$ cat src/sv/ppp_pkg.sv
package ppp_pkg;

    localparam int FRAC_BITS_DEF = 10;
    localparam int NUM_REGS = 7;
    localparam int CFG_IDX_W = 3;
    localparam int CFG_DATA_W = 16;
    localparam int TRIG_W = 12;

    localparam logic [CFG_IDX_W-1:0] REG_CAMERA_X = 3'd0;
    localparam logic [CFG_IDX_W-1:0] REG_CAMERA_Y = 3'd1;
    localparam logic [CFG_IDX_W-1:0] REG_CAMERA_Z = 3'd2;
    localparam logic [CFG_IDX_W-1:0] REG_YAW_SINE = 3'd3;
    localparam logic [CFG_IDX_W-1:0] REG_YAW_COSINE = 3'd4;
    localparam logic [CFG_IDX_W-1:0] REG_PITCH_SINE = 3'd5;
    localparam logic [CFG_IDX_W-1:0] REG_PITCH_COSINE = 3'd6;

    localparam int SCREEN_CX = 160;
    localparam int SCREEN_CY = 100;

    typedef struct packed {
        logic signed [15:0] point_x;
        logic signed [15:0] point_y;
        logic signed [15:0] point_z;
    } in_item_t;

    typedef struct packed {
        logic signed [15:0] view_x;
        logic signed [15:0] view_y;
        logic signed [15:0] view_z;
        logic signed [15:0] pixel_x;
        logic signed [15:0] pixel_y;
        logic               zero_depth;
    } out_item_t;

    typedef struct packed {
        logic signed [15:0]       cam_x;
        logic signed [15:0]       cam_y;
        logic signed [15:0]       cam_z;
        logic signed [TRIG_W-1:0] yaw_s;
        logic signed [TRIG_W-1:0] yaw_c;
        logic signed [TRIG_W-1:0] pit_s;
        logic signed [TRIG_W-1:0] pit_c;
    } cam_cfg_t;

    // Scaled product a*b/2^frac, truncated toward zero, wrapped to 16 bits.
    function automatic logic signed [15:0] fx_scale(input logic signed [27:0] p,
                                                     input int frac);
        logic signed [27:0] adj;
        logic signed [27:0] q;
        begin
            adj = p;
            if (p < 0) begin
                adj = p + 28'(((1 << frac) - 1));
            end
            q = adj >>> frac;
            return q[15:0];
        end
    endfunction

endpackage

$ cat src/sv/ppp_rotate.sv
// Camera offset and yaw/pitch rotation over five register stages.
module ppp_rotate #(
    parameter int FRAC_BITS = ppp_pkg::FRAC_BITS_DEF
) (
    input  logic                aclk,
    input  logic                aresetn,
    input  logic                en,
    input  logic                in_valid,
    input  ppp_pkg::in_item_t   in_item,
    input  ppp_pkg::cam_cfg_t   cfg,
    output logic                out_valid,
    output logic signed [15:0]  out_x,
    output logic signed [15:0]  out_y,
    output logic signed [15:0]  out_z
);

    logic [4:0] vld_reg;
    logic signed [15:0] x0_reg, y0_reg, z0_reg;
    logic signed [27:0] pxc_reg, pzs_reg, pzc_reg, pxs_reg;
    logic signed [15:0] y1_reg;
    logic signed [15:0] x1_reg, z1_reg, y1b_reg;
    logic signed [27:0] pyc_reg, pzps_reg, pzpc_reg, pyps_reg;
    logic signed [15:0] x1b_reg;
    logic signed [15:0] x2_reg, y2_reg, z2_reg;

    always_ff @(posedge aclk) begin
        if (!aresetn) begin
            vld_reg <= '0;
        end else if (en) begin
            vld_reg <= {vld_reg[3:0], in_valid};
        end
    end

    always_ff @(posedge aclk) begin
        if (en) begin
            x0_reg <= in_item.point_x - cfg.cam_x;
            y0_reg <= in_item.point_y - cfg.cam_y;
            z0_reg <= in_item.point_z - cfg.cam_z;

            pxc_reg <= 28'(x0_reg * cfg.yaw_c);
            pzs_reg <= 28'(z0_reg * cfg.yaw_s);
            pzc_reg <= 28'(z0_reg * cfg.yaw_c);
            pxs_reg <= 28'(x0_reg * cfg.yaw_s);
            y1_reg <= y0_reg;

            x1_reg <= ppp_pkg::fx_scale(pxc_reg, FRAC_BITS)
                    - ppp_pkg::fx_scale(pzs_reg, FRAC_BITS);
            z1_reg <= ppp_pkg::fx_scale(pzc_reg, FRAC_BITS)
                    + ppp_pkg::fx_scale(pxs_reg, FRAC_BITS);
            y1b_reg <= y1_reg;

            pyc_reg <= 28'(y1b_reg * cfg.pit_c);
            pzps_reg <= 28'(z1_reg * cfg.pit_s);
            pzpc_reg <= 28'(z1_reg * cfg.pit_c);
            pyps_reg <= 28'(y1b_reg * cfg.pit_s);
            x1b_reg <= x1_reg;

            y2_reg <= ppp_pkg::fx_scale(pyc_reg, FRAC_BITS)
                    - ppp_pkg::fx_scale(pzps_reg, FRAC_BITS);
            z2_reg <= ppp_pkg::fx_scale(pzpc_reg, FRAC_BITS)
                    + ppp_pkg::fx_scale(pyps_reg, FRAC_BITS);
            x2_reg <= x1b_reg;
        end
    end

    assign out_valid = vld_reg[4];
    assign out_x = x2_reg;
    assign out_y = y2_reg;
    assign out_z = z2_reg;

endmodule

$ cat config.mk
export PLATFORM = sky130hd
export DESIGN_NAME = ppp_rotate
export DESIGN_NICKNAME = d
export VERILOG_FILES = /design/src/sv/ppp_pkg.sv /design/src/sv/ppp_rotate.sv
export SDC_FILE = /design/constraint.sdc
export NUM_CORES = 2
export LEC_CHECK = 0
export ABC_AREA = 1
export BUFFER_PORTS_ARGS = -buffer_cell sky130_fd_sc_hd__buf_2
export CORE_MARGIN = 5
export CORE_UTILIZATION = 55
export CTS_CLUSTER_DIAMETER = 80
export DETAILED_ROUTE_END_ITERATION = 12
export GPL_ROUTABILITY_DRIVEN = 0
export PLACE_DENSITY = 0.72
export SLEW_MARGIN = 20
export SYNTH_ARGS = -nofsm -noshare
export SYNTH_HDL_FRONTEND = slang
export SYNTH_SLANG_ARGS = --single-unit
$ cat constraint.sdc
create_clock -name aclk -period 6.3 [get_ports aclk]
set_input_delay 1.26 -clock aclk [delete_from_list [all_inputs] [get_ports aclk]]
set_output_delay 1.26 -clock aclk [all_outputs]
set_load 0.005 [all_outputs]
==> impl_metrics.toml <==
[timing]
rsz0062_at_grt = "no"
period_needed_ns = 5.842
fin_skew_ns = 0.03015
setup_slack_ns = 0.4575
timing.slew.headroom = 0.1815
slew_violations = 0
hold_viol = 0
min_period_over_period = 0.9274
fmax_mhz = 171.2
setup_viol = 0
tightestPinTransition_ns = 1.228

[finish]
stdcell_area_um2 = 84970
drive_gt1_frac = 0.06405
layout.nets = 11980
syn2layout_area_growth_pct = 8.646

[clock_tree]
cts-root-buf = "clkbuf_16"
h-tree-depth = 2
worstSkewPairLatency_ns = 0.67
clockBufferDepth = 3
cts_setup_buffers = 0
ctsResizeCount = 0
clkTransAtPathRegs_ns = 0.06
numClockSinks = 397
ctsHoldBuffers = 0
numCtsBuffers = 54
cts_tree = "yes"

[global_routing]
antenna_found_initial = 12
grt_max_degree = 152
grt_pass1_vias = 65200
grt-ovfl-total = 0
grt_pass1_wl_mm = 326.3
grt_use_total = 0.2666

[die]
dieArea_um2 = 149800
core_um2 = 141400
start_util = 0.5530
io_pins = 197
dieWidth_um = 387.1
rows = 138
die_height_um = 387.1

[detailed_routing]
wire_per_inst_um = 16.78
via_per_inst = 5.273
wl_mm = 197.4
drt-initial-drc-count = 4793
drtPass1Iterations = 6
ant_nets = 0
drc_errors = 0
vias = 62030

[yosys]
avgSynthCellArea_um2 = 8.179
synth_edf_count = 392
ys.flop_type = "edfxtp_1"
syn_area_um2 = 78210
synth_seq_cells = 397
async_reset_ff_frac = 0
seq_area_frac_synth = 0.1518
synth_nets = 11720
synth_cell_types = 44
synth_cells = 9562
yosysWarnings = 0

[critical_path]
cp_max_fo = 23
cp_cell_sequence = "nand2_1 > fa_1 > inv_1 > fa_1 > fa_1 > fa_1 > inv_1 > fa_1 > inv_1 > ha_1 > nand2_1 > inv_1 > buf_4 > nand2_1 > nor2_1 > nand4_1 > nand3_1 > xor2_1"
critical_path.startpoint_type = "flip-flop"
max_stage_delay_ns = 1.15
end_kind = "flip-flop"
slowest_stage = "edfxtp_1"
critPathKind = "flip-flop to flip-flop"
crit_top_cell = "fa_1"
crit_buf_inv = 5
cpLargestDelayFamily = "adder cells"
arrival_ns = 6.26
cp.required_ns = 6.72

[outcome]
run_status = "completed"

[placed_design]
pre_cts_slack_ns = -0.01883
io_buffers = 196
place_area_um2 = 83120
hpwl_mm = 161.4

[min_path]
min_path_type = "flip-flop to flip-flop"

[flow_run]
maxCapViolCount = 0
-- per-stage QoR --
| stage | util | hold slack, ns | cells | TNS [ns] |
|---|---|---|---|---|
| after floorplan | - | 0.4003 | 9562 | 0 |
| after global placement | 0.5878 | 0.4027 | 11650 | 0 |
| after detailed placement | 0.5878 | 0.4045 | 11650 | -0.03143 |
| after CTS | 0.6003 | 0.4181 | 11750 | 0 |
| after global routing | 0.6008 | 0.4248 | 11760 | 0 |
| final | 0.6009 | 0.4184 | 11760 | 0 |
-- logic make-up (layout without fill, tap and decap cells) --
family,count (synthesis),in the layout,share of synthesized area
AOI/OAI and AO/OA,625,625,0.04316
xor gates and xnor gates,351,351,0.03931
adders and majority gates,2008,2008,0.4586
buffers and inverters,2909,3215,0.1397
DFF,397,397,0.1518
other,0,6,0
and+or+nand+nor,3272,3272,0.1675
-- layout make-up --
| class | instances | area, um^2 |
|---|---|---|
| fillers | 12210 | 56440 |
| well taps | 1890 | 2365 |
| multi-input cells | 6256 | 55410 |
| repair buffers | 477 | 3631 |
| diodes | 6 | 15.01 |
| flip-flops and latches | 397 | 11870 |
| clock buffers | 60 | 1374 |
| inverters | 2637 | 9898 |
| clock inverters | 41 | 400.4 |
-- Yosys cell counts (63+ instances only) --
| cell | instances | area [um^2] |
|---|---|---|
| xnor2_1 | 121 | 1060 |
| a21oi_1 | 338 | 1692 |
| edfxtp_1 | 392 | 11770 |
| xor2_1 | 230 | 2014 |
| o21ai_0 | 184 | 920.9 |
| nor3_1 | 63 | 315.3 |
| clkbuf_1 | 270 | 1013 |
| fa_1 | 1431 | 28650 |
| nand4_1 | 70 | 437.9 |
| inv_1 | 2630 | 9872 |
| nor2_1 | 448 | 1682 |
| nand2_1 | 2368 | 8889 |
| ha_1 | 577 | 7219 |
| nand3_1 | 245 | 1226 |
-- worst paths after layout --
check,from,slack [ns],depth (start not counted),end
max,z0_reg[14]$_DFFE_PP_,0.46,18,pzc_reg[22]$_DFFE_PP_
min reg2reg,x1b_reg[3]$_DFFE_PP_,0.42,0,out_x[3]$_DFFE_PP_
min,x1b_reg[3]$_DFFE_PP_,0.42,0,out_x[3]$_DFFE_PP_
max reg2reg,z0_reg[14]$_DFFE_PP_,0.46,18,pzc_reg[22]$_DFFE_PP_
-- per-layer routing --
layer  global-route usage  share of wire
met4               0.1073          0.046
met3              0.04020          0.077
met2               0.4538           0.48
met1               0.3442           0.40
met5                    0        0.00012
-- layout by cell type (no fill, tap or decap), drive strengths merged, types with 6 or more instances in the layout --
master / synthesis / layout
edfxtp: 392 / 392
buf: 2 / 477
nor4: 12 / 12
or2: 29 / 29
o21a: 13 / 13
o21bai: 12 / 12
o31ai: 10 / 10
nand2: 2376 / 2376
nand3b: 11 / 11
xor2: 230 / 230
nor3: 65 / 65
a21o: 23 / 23
clkbuf: 270 / 60
nand4: 70 / 70
a31oi: 6 / 6
nor2: 456 / 456
xnor2: 121 / 121
nand3: 249 / 249
a21boi: 7 / 7
diode: 0 / 6
inv: 2635 / 2651
o211ai: 9 / 9
o21ai: 203 / 203
a21oi: 339 / 339
ha: 577 / 577
fa: 1431 / 1431
clkinv: 2 / 20
Power is not shown: default switching activity piles up to over one toggle a cycle in this logic, so the estimate is an artifact.
